`config.mk`:
```
export PLATFORM = sky130hd
export DESIGN_NAME = free_region_top_k_stats_unit_flat
export DESIGN_NICKNAME = d
export VERILOG_FILES = /design/src/frk_pkg.sv /design/src/frk_if.sv /design/src/frk_cell.sv /design/src/free_region_top_k_stats_unit.sv /design/src/flat_wrapper.sv
export SDC_FILE = /design/constraint.sdc
export NUM_CORES = 2
export LEC_CHECK = 0
export BUFFER_PORTS_ARGS = -buffer_cell sky130_fd_sc_hd__buf_4
export CORE_AREA = 5 5 309 311
export DETAILED_ROUTE_END_ITERATION = 8
export DIE_AREA = 0 0 314 316
export GPL_ROUTABILITY_DRIVEN = 0
export GPL_TIMING_DRIVEN = 0
export HOLD_SLACK_MARGIN = 0.12
export PLACE_DENSITY = 0.82
export SLEW_MARGIN = 20
export SYNTH_ARGS = -nofsm -noshare
export SYNTH_HDL_FRONTEND = slang
export SYNTH_SLANG_ARGS = --single-unit
```
`constraint.sdc`:
```
create_clock -name clk -period 6.3 [get_ports clk]
set_input_delay 1.26 -clock clk [delete_from_list [all_inputs] [get_ports clk]]
set_output_delay 1.26 -clock clk [all_outputs]
set_load 0.005 [all_outputs]
```
`src/frk_pkg.sv`:
```
// ----------------------------------------------------------------------------
// frk_pkg - shared types and constants for the top-k free region statistics
// Field widths, limits and the control bundle that drives the cell row.
// ----------------------------------------------------------------------------
package frk_pkg;

  // field widths
  localparam int SIZE_W  = 48;
  localparam int SUM_W   = 52;
  localparam int COUNT_W = 16;

  // default number of kept sizes
  localparam int KEEP_COUNT_DEF = 10;

  // saturation limits
  localparam logic [SIZE_W-1:0]  SIZE_MAX  = {SIZE_W{1'b1}};
  localparam logic [SUM_W-1:0]   SUM_MAX   = {SUM_W{1'b1}};
  localparam logic [COUNT_W-1:0] COUNT_MAX = {COUNT_W{1'b1}};

  // control broadcast to every cell of the row
  typedef struct packed {
    logic              take;   // an accepted item carries a region
    logic              clear;  // walk ends, return to reset values
    logic [SIZE_W-1:0] size;   // region size offered to the row
  } frk_ctl_t;

endpackage

```
`src/frk_if.sv`:
```
// ----------------------------------------------------------------------------
// frk_in_if / frk_out_if - valid/ready channels of the statistics unit
// Input channel carries one region item, output channel one walk summary.
// ----------------------------------------------------------------------------
interface frk_in_if;
  import frk_pkg::*;

  logic              valid;
  logic              ready;
  logic [SIZE_W-1:0] region_bytes;
  logic              has_region;
  logic              is_last;

  modport source (output valid, output region_bytes, output has_region,
                  output is_last, input ready);
  modport sink   (input valid, input region_bytes, input has_region,
                  input is_last, output ready);
endinterface

interface frk_out_if;
  import frk_pkg::*;

  logic               valid;
  logic               ready;
  logic [SUM_W-1:0]   top_sum;
  logic [SIZE_W-1:0]  total_free;
  logic [SIZE_W-1:0]  largest_free;
  logic [COUNT_W-1:0] region_count;

  modport source (output valid, output top_sum, output total_free,
                  output largest_free, output region_count, input ready);
  modport sink   (input valid, input top_sum, input total_free,
                  input largest_free, input region_count, output ready);
endinterface

```
`src/frk_cell.sv`:
```
// ----------------------------------------------------------------------------
// frk_cell - one slot of the sorted row of kept region sizes
// Holds one size; takes the new size or its upper neighbour's value when the
// new size is larger than its own, so the row stays sorted largest first.
// ----------------------------------------------------------------------------
module frk_cell
  import frk_pkg::*;
(
  input  logic              clk,
  input  logic              rst_n,
  input  frk_ctl_t          ctl,
  input  logic [SIZE_W-1:0] up_val,
  input  logic              up_gt,
  output logic [SIZE_W-1:0] val,
  output logic              gt
);

  logic [SIZE_W-1:0] val_r;
  logic [SIZE_W-1:0] val_nxt;

  // new size beats the value held here
  assign gt  = ctl.size > val_r;
  assign val = val_r;

  // clear, or insert or shift down from the neighbour
  always_comb begin
    val_nxt = val_r;
    if (ctl.clear) begin
      val_nxt = '0;
    end else if (ctl.take && gt) begin
      val_nxt = up_gt ? up_val : ctl.size;
    end
  end

  always_ff @(posedge clk) begin
    if (!rst_n) begin
      val_r <= '0;
    end else begin
      val_r <= val_nxt;
    end
  end

endmodule

```
`src/free_region_top_k_stats_unit.sv`:
```
// ----------------------------------------------------------------------------
// free_region_top_k_stats_unit - top-k free region statistics over one walk
//
// Feed one free-list walk as items on in_ch: region_bytes with has_region set,
// the final item with is_last set (has_region may be clear on it so that an
// empty walk can be reported). Items without is_last give no result.
// On the last item one summary leaves on out_ch: sum of the KEEP_COUNT
// largest sizes (saturating at 2^52-1), total free space (saturating at
// 2^48-1), largest region and region count (saturating at 65535); the
// statistics then return to zero for the next walk.
// Throughput is one item per cycle while in_ch.ready is high: a row of
// KEEP_COUNT cells compares the new size against every kept size in parallel
// and shifts. The summary is in the output register in the cycle after the
// last item is taken. The input stays ready while a summary waits, unless
// another last item arrives before out_ch takes the pending one; then
// in_ch.ready drops until out_ch.ready is seen. Synchronous reset clears all
// statistics and the output valid flag, not the summary fields.
// ----------------------------------------------------------------------------
module free_region_top_k_stats_unit
  import frk_pkg::*;
#(
  parameter int KEEP_COUNT = KEEP_COUNT_DEF
)(
  input  logic             clk,
  input  logic             rst_n,
  frk_in_if.sink           in_ch,
  frk_out_if.source        out_ch
);

  localparam int ACC_W = SIZE_W + $clog2(KEEP_COUNT);
  localparam int CMP_W = (ACC_W > SUM_W) ? ACC_W : SUM_W;

  frk_ctl_t          ctl;
  logic [SIZE_W-1:0] cell_val [KEEP_COUNT];
  logic              cell_gt  [KEEP_COUNT];
  logic              in_acc;
  logic              out_hold;

  logic [ACC_W-1:0]   acc_r,   acc_nxt;
  logic [SIZE_W-1:0]  total_r, total_nxt;
  logic [SIZE_W-1:0]  max_r,   max_nxt;
  logic [COUNT_W-1:0] count_r, count_nxt;
  logic [SIZE_W:0]    total_sum;
  logic [SIZE_W-1:0]  gain;
  logic [CMP_W-1:0]   acc_ext;
  logic [SUM_W-1:0]   top_sat;

  logic               out_valid_r;
  logic [SUM_W-1:0]   out_top_r;
  logic [SIZE_W-1:0]  out_total_r;
  logic [SIZE_W-1:0]  out_max_r;
  logic [COUNT_W-1:0] out_count_r;

  // handshake: hold off a last item only while a summary is pending and not taken
  assign out_hold    = out_valid_r && !out_ch.ready;
  assign in_ch.ready = !(out_hold && in_ch.is_last);
  assign in_acc      = in_ch.valid && in_ch.ready;

  // control for the cell row
  assign ctl.take  = in_acc && in_ch.has_region;
  assign ctl.clear = in_acc && in_ch.is_last;
  assign ctl.size  = in_ch.region_bytes;

  // row of sorted cells, largest first
  for (genvar i = 0; i < KEEP_COUNT; i++) begin : g_cell
    if (i == 0) begin : g_head
      frk_cell u_cell (
        .clk    (clk),
        .rst_n  (rst_n),
        .ctl    (ctl),
        .up_val ({SIZE_W{1'b0}}),
        .up_gt  (1'b0),
        .val    (cell_val[i]),
        .gt     (cell_gt[i])
      );
    end else begin : g_body
      frk_cell u_cell (
        .clk    (clk),
        .rst_n  (rst_n),
        .ctl    (ctl),
        .up_val (cell_val[i-1]),
        .up_gt  (cell_gt[i-1]),
        .val    (cell_val[i]),
        .gt     (cell_gt[i])
      );
    end
  end

  // sum of kept sizes tracked incrementally: new size replaces the smallest
  assign gain = cell_gt[KEEP_COUNT-1] ? (ctl.size - cell_val[KEEP_COUNT-1]) : '0;

  // running statistics including the current item
  assign total_sum = {1'b0, total_r} + {1'b0, ctl.size};

  always_comb begin
    acc_nxt   = acc_r;
    total_nxt = total_r;
    max_nxt   = max_r;
    count_nxt = count_r;
    if (ctl.take) begin
      acc_nxt   = acc_r + ACC_W'(gain);
      total_nxt = total_sum[SIZE_W] ? SIZE_MAX : total_sum[SIZE_W-1:0];
      max_nxt   = (ctl.size > max_r) ? ctl.size : max_r;
      count_nxt = (count_r == COUNT_MAX) ? count_r : count_r + COUNT_W'(1);
    end
  end

  // saturate the kept sum to the output width
  assign acc_ext = CMP_W'(acc_nxt);
  assign top_sat = (acc_ext > CMP_W'(SUM_MAX)) ? SUM_MAX : acc_ext[SUM_W-1:0];

  // statistics registers, cleared at the end of each walk
  always_ff @(posedge clk) begin
    if (!rst_n) begin
      acc_r   <= '0;
      total_r <= '0;
      max_r   <= '0;
      count_r <= '0;
    end else if (ctl.clear) begin
      acc_r   <= '0;
      total_r <= '0;
      max_r   <= '0;
      count_r <= '0;
    end else begin
      acc_r   <= acc_nxt;
      total_r <= total_nxt;
      max_r   <= max_nxt;
      count_r <= count_nxt;
    end
  end

  // output register
  always_ff @(posedge clk) begin
    if (!rst_n) begin
      out_valid_r <= 1'b0;
    end else if (ctl.clear) begin
      out_valid_r <= 1'b1;
    end else if (out_ch.ready) begin
      out_valid_r <= 1'b0;
    end
  end

  always_ff @(posedge clk) begin
    if (ctl.clear) begin
      out_top_r   <= top_sat;
      out_total_r <= total_nxt;
      out_max_r   <= max_nxt;
      out_count_r <= count_nxt;
    end
  end

  assign out_ch.valid        = out_valid_r;
  assign out_ch.top_sum      = out_top_r;
  assign out_ch.total_free   = out_total_r;
  assign out_ch.largest_free = out_max_r;
  assign out_ch.region_count = out_count_r;

endmodule
```
`src/flat_wrapper.sv`:
```
// flat-port wrapper written by rule: the top's interface ports become plain ports
module free_region_top_k_stats_unit_flat import frk_pkg::*;
#(
  parameter int KEEP_COUNT = KEEP_COUNT_DEF
)
  (clk, rst_n, in_ch_valid, in_ch_region_bytes, in_ch_has_region, in_ch_is_last, in_ch_ready, out_ch_valid, out_ch_top_sum, out_ch_total_free, out_ch_largest_free, out_ch_region_count, out_ch_ready);
  frk_in_if in_ch_i ();
  frk_out_if out_ch_i ();
  input  logic clk;
  input  logic rst_n;
  input wire logic [$bits(in_ch_i.valid)-1:0] in_ch_valid;
  input wire logic [$bits(in_ch_i.region_bytes)-1:0] in_ch_region_bytes;
  input wire logic [$bits(in_ch_i.has_region)-1:0] in_ch_has_region;
  input wire logic [$bits(in_ch_i.is_last)-1:0] in_ch_is_last;
  output wire logic [$bits(in_ch_i.ready)-1:0] in_ch_ready;
  output wire logic [$bits(out_ch_i.valid)-1:0] out_ch_valid;
  output wire logic [$bits(out_ch_i.top_sum)-1:0] out_ch_top_sum;
  output wire logic [$bits(out_ch_i.total_free)-1:0] out_ch_total_free;
  output wire logic [$bits(out_ch_i.largest_free)-1:0] out_ch_largest_free;
  output wire logic [$bits(out_ch_i.region_count)-1:0] out_ch_region_count;
  input wire logic [$bits(out_ch_i.ready)-1:0] out_ch_ready;
  assign in_ch_i.valid = in_ch_valid;
  assign in_ch_i.region_bytes = in_ch_region_bytes;
  assign in_ch_i.has_region = in_ch_has_region;
  assign in_ch_i.is_last = in_ch_is_last;
  assign in_ch_ready = in_ch_i.ready;
  assign out_ch_valid = out_ch_i.valid;
  assign out_ch_top_sum = out_ch_i.top_sum;
  assign out_ch_total_free = out_ch_i.total_free;
  assign out_ch_largest_free = out_ch_i.largest_free;
  assign out_ch_region_count = out_ch_i.region_count;
  assign out_ch_i.ready = out_ch_ready;
  free_region_top_k_stats_unit #(.KEEP_COUNT(KEEP_COUNT)) u_core (.clk(clk), .rst_n(rst_n), .in_ch(in_ch_i), .out_ch(out_ch_i));
endmodule
```
## Word level (Yosys, flattened, before mapping)

Cells that the tools add are included.

- $add $sub $neg: 4
- Magnitude comparators: 12
- Equal/unequal tests: 1
- Mux-type cells: 19
- Bitwise gates (word level): 1
- Reductions and logical operators: 19

Operator list:

| operator | number |
|---|---|
| 48-bit 2-to-1 mux | 14 |
| 48-bit greater-than comparator | 11 |
| 52-bit by 48-bit adder with 52-bit output | 1 |
| 52-bit greater-than comparator (second input constant) | 1 |
| 52-bit 2-to-1 mux | 1 |
| 48-bit by 48-bit adder with 49-bit output | 1 |
| 48-bit subtractor | 1 |
| 16-bit 2-to-1 mux | 2 |
| 16-bit by 1-bit adder with 16-bit output (second input constant) | 1 |
| 16-bit equality test (second input constant) | 1 |
| 1-bit logical AND | 15 |
| 1-bit logical NOT | 2 |
| 1-bit 2-to-1 mux | 2 |
| 2-bit nonzero test | 1 |
| 2-bit OR reduction | 1 |
| 1-bit inverter | 1 |

- Bits in registers: 809
- Input bits: 54
- Output and inout port bits: 166
- Word-level logic and storage cells: 75

## Logic depth before layout (Yosys ltp)

- Depth after elaboration: 8
- Depth in mapped cells: 27
- Depth with buffers taken out: 24

## Hierarchy

From an unflattened synthesis, not the netlist that was laid out.

- Cell total of the unflattened synthesis: 6,294
- Area total of the unflattened synthesis: 57,759.1 um^2

Modules (own cells, without submodules):

| module | times used | cells each | area each (um^2) | seq. area each (um^2) |
|---|---|---|---|---|
| frk_cell | 10 | 408 | 3,686.0 | 960.9 |
| free_region_top_k_stats_unit | 1 | 2,214 | 20,898.8 | 8,227.9 |

## Least setup slack after synthesis

OpenSTA, ideal clock, no wires.

- Kind: input to register
- Start point: input in_ch_region_bytes[0]
- End point: register u_core.out_top_r[51], in the netlist u_core.out_ch.top_sum[51], data pin
- Setup time: 0.269 ns
- Arrival: 6.366 ns
- Required time: 6.031 ns
- Setup slack: -0.336 ns
- Stages: 25
- Buffers on the path: 2
- Cells stage by stage: clkbuf_1 -> inv_1 -> ha_1 -> fa_1 -> nor2b_1 -> o2111ai_1 -> nand3_1 -> a31oi_1 -> o31ai_1 -> a41oi_1 -> o21ai_0 -> a21oi_1 -> xor2_1 -> nor2_1 -> ha_1 -> buf_2 -> a21o_1 -> a221o_1 -> a21oi_1 -> o221ai_1 -> o41a_1 -> a221o_1 -> a311oi_1 -> nor3_1 -> xor2_1

- Longest elaborated chain between the ends: 5
- Elaborated cells between the ends (all ways): 6
- Classes of those cells: 2 x add/sub; 2 x order compare; 2 x mux

Ends and longest elaborated chain:

| what | RTL line | RTL |
|---|---|---|
| start: declaration | flat_wrapper.sv:12 | `input wire logic [$bits(in_ch_i.region_bytes)-1:0] in_ch_region_bytes;` |
| 48-bit subtractor / 48-bit greater-than comparator (equally long branches) | free_region_top_k_stats_unit.sv:90, frk_cell.sv:22 |  |
| 48-bit 2-to-1 mux (*) | free_region_top_k_stats_unit.sv:90 | `assign gain = cell_gt[KEEP_COUNT-1] ? (ctl.size - cell_val[KEEP_COUNT-1]) : '0;` |
| 52-bit by 48-bit adder with 52-bit output (*) | free_region_top_k_stats_unit.sv:101 | `acc_nxt = acc_r + ACC_W'(gain);` |
| 52-bit 2-to-1 mux (*) | free_region_top_k_stats_unit.sv:100 | `if (ctl.take) begin` |
| 52-bit greater-than comparator | free_region_top_k_stats_unit.sv:110 | `assign top_sat = (acc_ext > CMP_W'(SUM_MAX)) ? SUM_MAX : acc_ext[SUM_W-1:0];` |
| end signal: assignment | free_region_top_k_stats_unit.sv:145 | `out_top_r <= top_sat;` |
| end: declaration | free_region_top_k_stats_unit.sv:49 | `logic [SUM_W-1:0] out_top_r;` |

Every way passes the cells marked *; elsewhere a longest branch is shown, timed or not.
A chain may end at the register's enable or synchronous reset.

## Worst setup path after layout

- Start point: input in_ch_region_bytes[33]
- End point: register u_core.out_top_r[29], in the netlist u_core.out_ch.top_sum[29], data pin

Same word-level chain as after synthesis.

==> out/metrics.yaml <==
setup_path:
  critical_path_arrival_ns: 6.75
  crit_fanout: 14
  slowest_delay_ns: 0.42
  r2r_setup_slack_ns: 0.37
  crit_start: "in_ch_region_bytes[33]"
  timing.rr.start: "u_core.g_cell[9].g_body.u_cell.val[33]$_SDFFE_PP0P_"
  endpoint_kind: "flop"
  crit_slowest_cell: "o21ai_0"
  crit_chain: "buf_8 > ha_2 > and3_1 > a221o_1 > a2111oi_4 > o31a_1 > o21ai_2 > o22ai_2 > a21o_1 > buf_6 > clkbuf_4 > nor2_1 > ha_1 > and3_1 > nand4_1 > a311o_1 > and2_1 > a2bb2oi_1 > o21ai_0 > a221oi_1 > xnor2_1 > mux2_2"
  critPathMostFrequentCell: "and3_1"
  start_kind: "input pin"
  critical_path_class: "input pin to flop"
  cp.required_ns: 6.72
grt:
  busiest_layer: "met2"
  grt_pass1_wl_um: 253900
  grt_max_degree: 59
  use_met3_pct: 5.984
  grt_overflow: 0
  met1_usage_pct: 38.84
  antenna_found_initial: 3
  grt_use_total_pct: 32.03
  grt_pass1_vias: 47180
  globalRouteMet2Util_pct: 52.86
final_layout:
  layout_commonest_cell: "a21oi_1"
  areaGrowthSynthToFinish_pct: 13.18
  final_nets: 7164
  most-common-layout-cells: "884 x a21oi_1, 645 x dfxtp_1, 614 x ha_1"
  final_layout_size_suffix_gt1_share_pct: 9.793
  seq_area_um2: 17840
  fillers: 7577
  final_cells: 7754
  multi_input_area_um2: 31020
floorplanning:
  rows: 112
  coreArea_um2: 92490
  die-area_um2: 99220
  die_h_um: 316
  pin_count: 220
  initial_core_util_pct: 56.30
  dieWidth_um: 314
flow_run:
  max_cap_violations: 0
power_and_ir_drop:
  p_leak_nw: 24.32
  ir_drop_mv: 0.2324
  totalPowerFinal_w: 0.01468
  p_per_area_nw_per_um2: 249.0
sta:
  min_period_ns: 6.333
  slew_viol_final: 0
  finClkSkew_ns: 0.02356
  slew_headroom_pct: 18.97
  rsz0062_at_grt: "yes"
  tightestPinTransition_ns: 1.212
  fin_crit_sh_pct: 100.5
  fin_ws_ns: -0.03347
  fmax_ghz: 0.1579
  setup_violations: 1
  hold_viol_final: 0
cts:
  clk_latency_ns: 0.68
  clkTransAtPathRegs_ns: 0.06
  cts_hold_buf: 0
  cts_tree: "yes"
  root_buffer: "clkbuf_16"
  clock_sinks: 809
  cts_max_level: 3
  numCtsBuffers: 87
  cts_buffer_depth: 3
routing:
  vias: 48410
  routed_wirelength_um: 167200
  routedWlPerCell_um: 21.56
  viasPerCell: 6.243
  dr.pass1.iters: 6
  drtIter0Drc: 5247
  drc: 0
  drtAntennaViolNets: 0
place:
  place.port_buffers: 219
  dp_cells: 7575
  dp_hpwl_um: 126900
yosys:
  synthArstFlopShare_pct: 0
  yosysSeqAreaShare_pct: 34.25
  syn_area_um2: 52070
  ys_top_cells_by_area: "dfxtp_1 25%, ha_1 15%, edfxtp_1 9.5%"
  yosys_register_bits: 809
  synthCells: 6157
  syn_nets: 6839
  netlist.area_leader.share_pct: 24.80
  yosysUniqueCellTypes: 84
  synthFlopType: "dfxtp_1"
  syn_avg_cell_area_um2: 8.457
  ys_warn_count: 0
  synth_edf_count: 164
  yosys.area.top_type: "dfxtp_1"
min_path:
  min-delay-start: "u_core.acc_r[33]$_SDFF_PP0_"
  hp-class: "flop to flop"
status:
  status: "finished, violations left"
  violations: "negative setup slack"
## synthesized netlist by cell type, types with 66 or more instances
cell type and number:
nand3_1 74, a21oi_1 897, edfxtp_1 164, nor2_1 533
xnor2_1 72, inv_1 569, and2_1 113, nand2_1 207
clkbuf_1 300, o21ai_0 515, a211oi_1 81, mux2i_1 253
nand4_1 118, a21o_1 245, ha_1 625, mux2_2 66
dfxtp_1 645
## metal layers
layer | routed length [um] | up-vias | part of all wire [%]
li1 | - | 22600 | -
met4 | 12080 | 0 | 7.2
met2 | 75110 | 2591 | 45
met5 | 0 | - | 0
met1 | 63690 | 22570 | 38
met3 | 16320 | 649 | 9.8
## where the power goes
| part | switching (W) | internal, W |
|---|---|---|
| Clock | 0.00228 | 0.00300 |
| Combinational | 0.00228 | 0.00137 |
| Sequential | 0.000167 | 0.00558 |
## final timing paths
path	to	cells after the start
worst max-delay path	u_core.out_ch.top_sum[29]$_SDFFCE_PN1P_	22
worst min-delay path	u_core.acc_r[33]$_SDFF_PP0_	2
worst max register to register	u_core.out_ch.top_sum[29]$_SDFFCE_PN1P_	24
worst min register to register	u_core.acc_r[33]$_SDFF_PP0_	2
## worst max-delay path: cells and delay by family
family	cells	cell delay [ns]
and+or+nand+nor	5	1.00
adders and majority gates	2	0.73
AOI/OAI and AO/OA	10	2.69
muxes	1	0.30
buffers and inverters	3	0.53
xor gates and xnor gates	1	0.19
## metrics by stage
step                setup slack (ns)  area, um2  hold WS [ns]  utilization, %   TNS, ns
floorplan                  0.0006222      52090        0.4584               -         0
global placement              -1.692      55230        0.4666           59.72   -147.55
detailed placement            -1.823      55290        0.4794           59.78    -96.05
CTS                         0.003987      58500        0.4876           63.25         0
global route                 -0.1119      58930        0.5022           63.72   -0.7491
finish                      -0.03347      58930        0.4905           63.72  -0.03347
## flip-flops by register name, indices dropped and copies added, names as in the netlist
name,count
u_core.total_r,48
u_core.out_ch.valid,1
u_core.out_ch.largest_free,48
u_core.acc_r,52
u_core.g_cell.g_body.u_cell.val,432
u_core.count_r,16
u_core.out_ch.total_free,48
u_core.out_ch.region_count,16
u_core.max_r,48
u_core.g_cell.g_head.u_cell.val,48
u_core.out_ch.top_sum,52
## cell families after synthesis
family / synth area share, %
AOI/OAI and AO/OA: 23.51
DFF: 34.25
and+or+nand+nor: 11.65
adders and majority gates: 15.13
muxes: 6.312
xor gates and xnor gates: 2.052
buffers and inverters: 7.081
## timing repair
| item | 4_1_cts | 5_1_grt |
|---|---|---|
| endpoints found under the setup margin | 67 | 57 |
| pin swaps | 10 | 29 |
| endpoints found under the hold margin | 0 | 0 |
| resized for setup | 49 | 70 |
| buffers inserted | 9 | 15 |
## area by class of cell
class,count,share of cell area [%]
antenna,1,0.004246
buffer,366,2.613
sequential,809,30.27
inverter,569,3.633
multi-input combinational,4404,52.64
clock inverter,48,0.8789
clock buffer,115,4.076
timing repair buffer,245,3.344
tap,1197,2.541
Power figures use the tool's default switching activity.
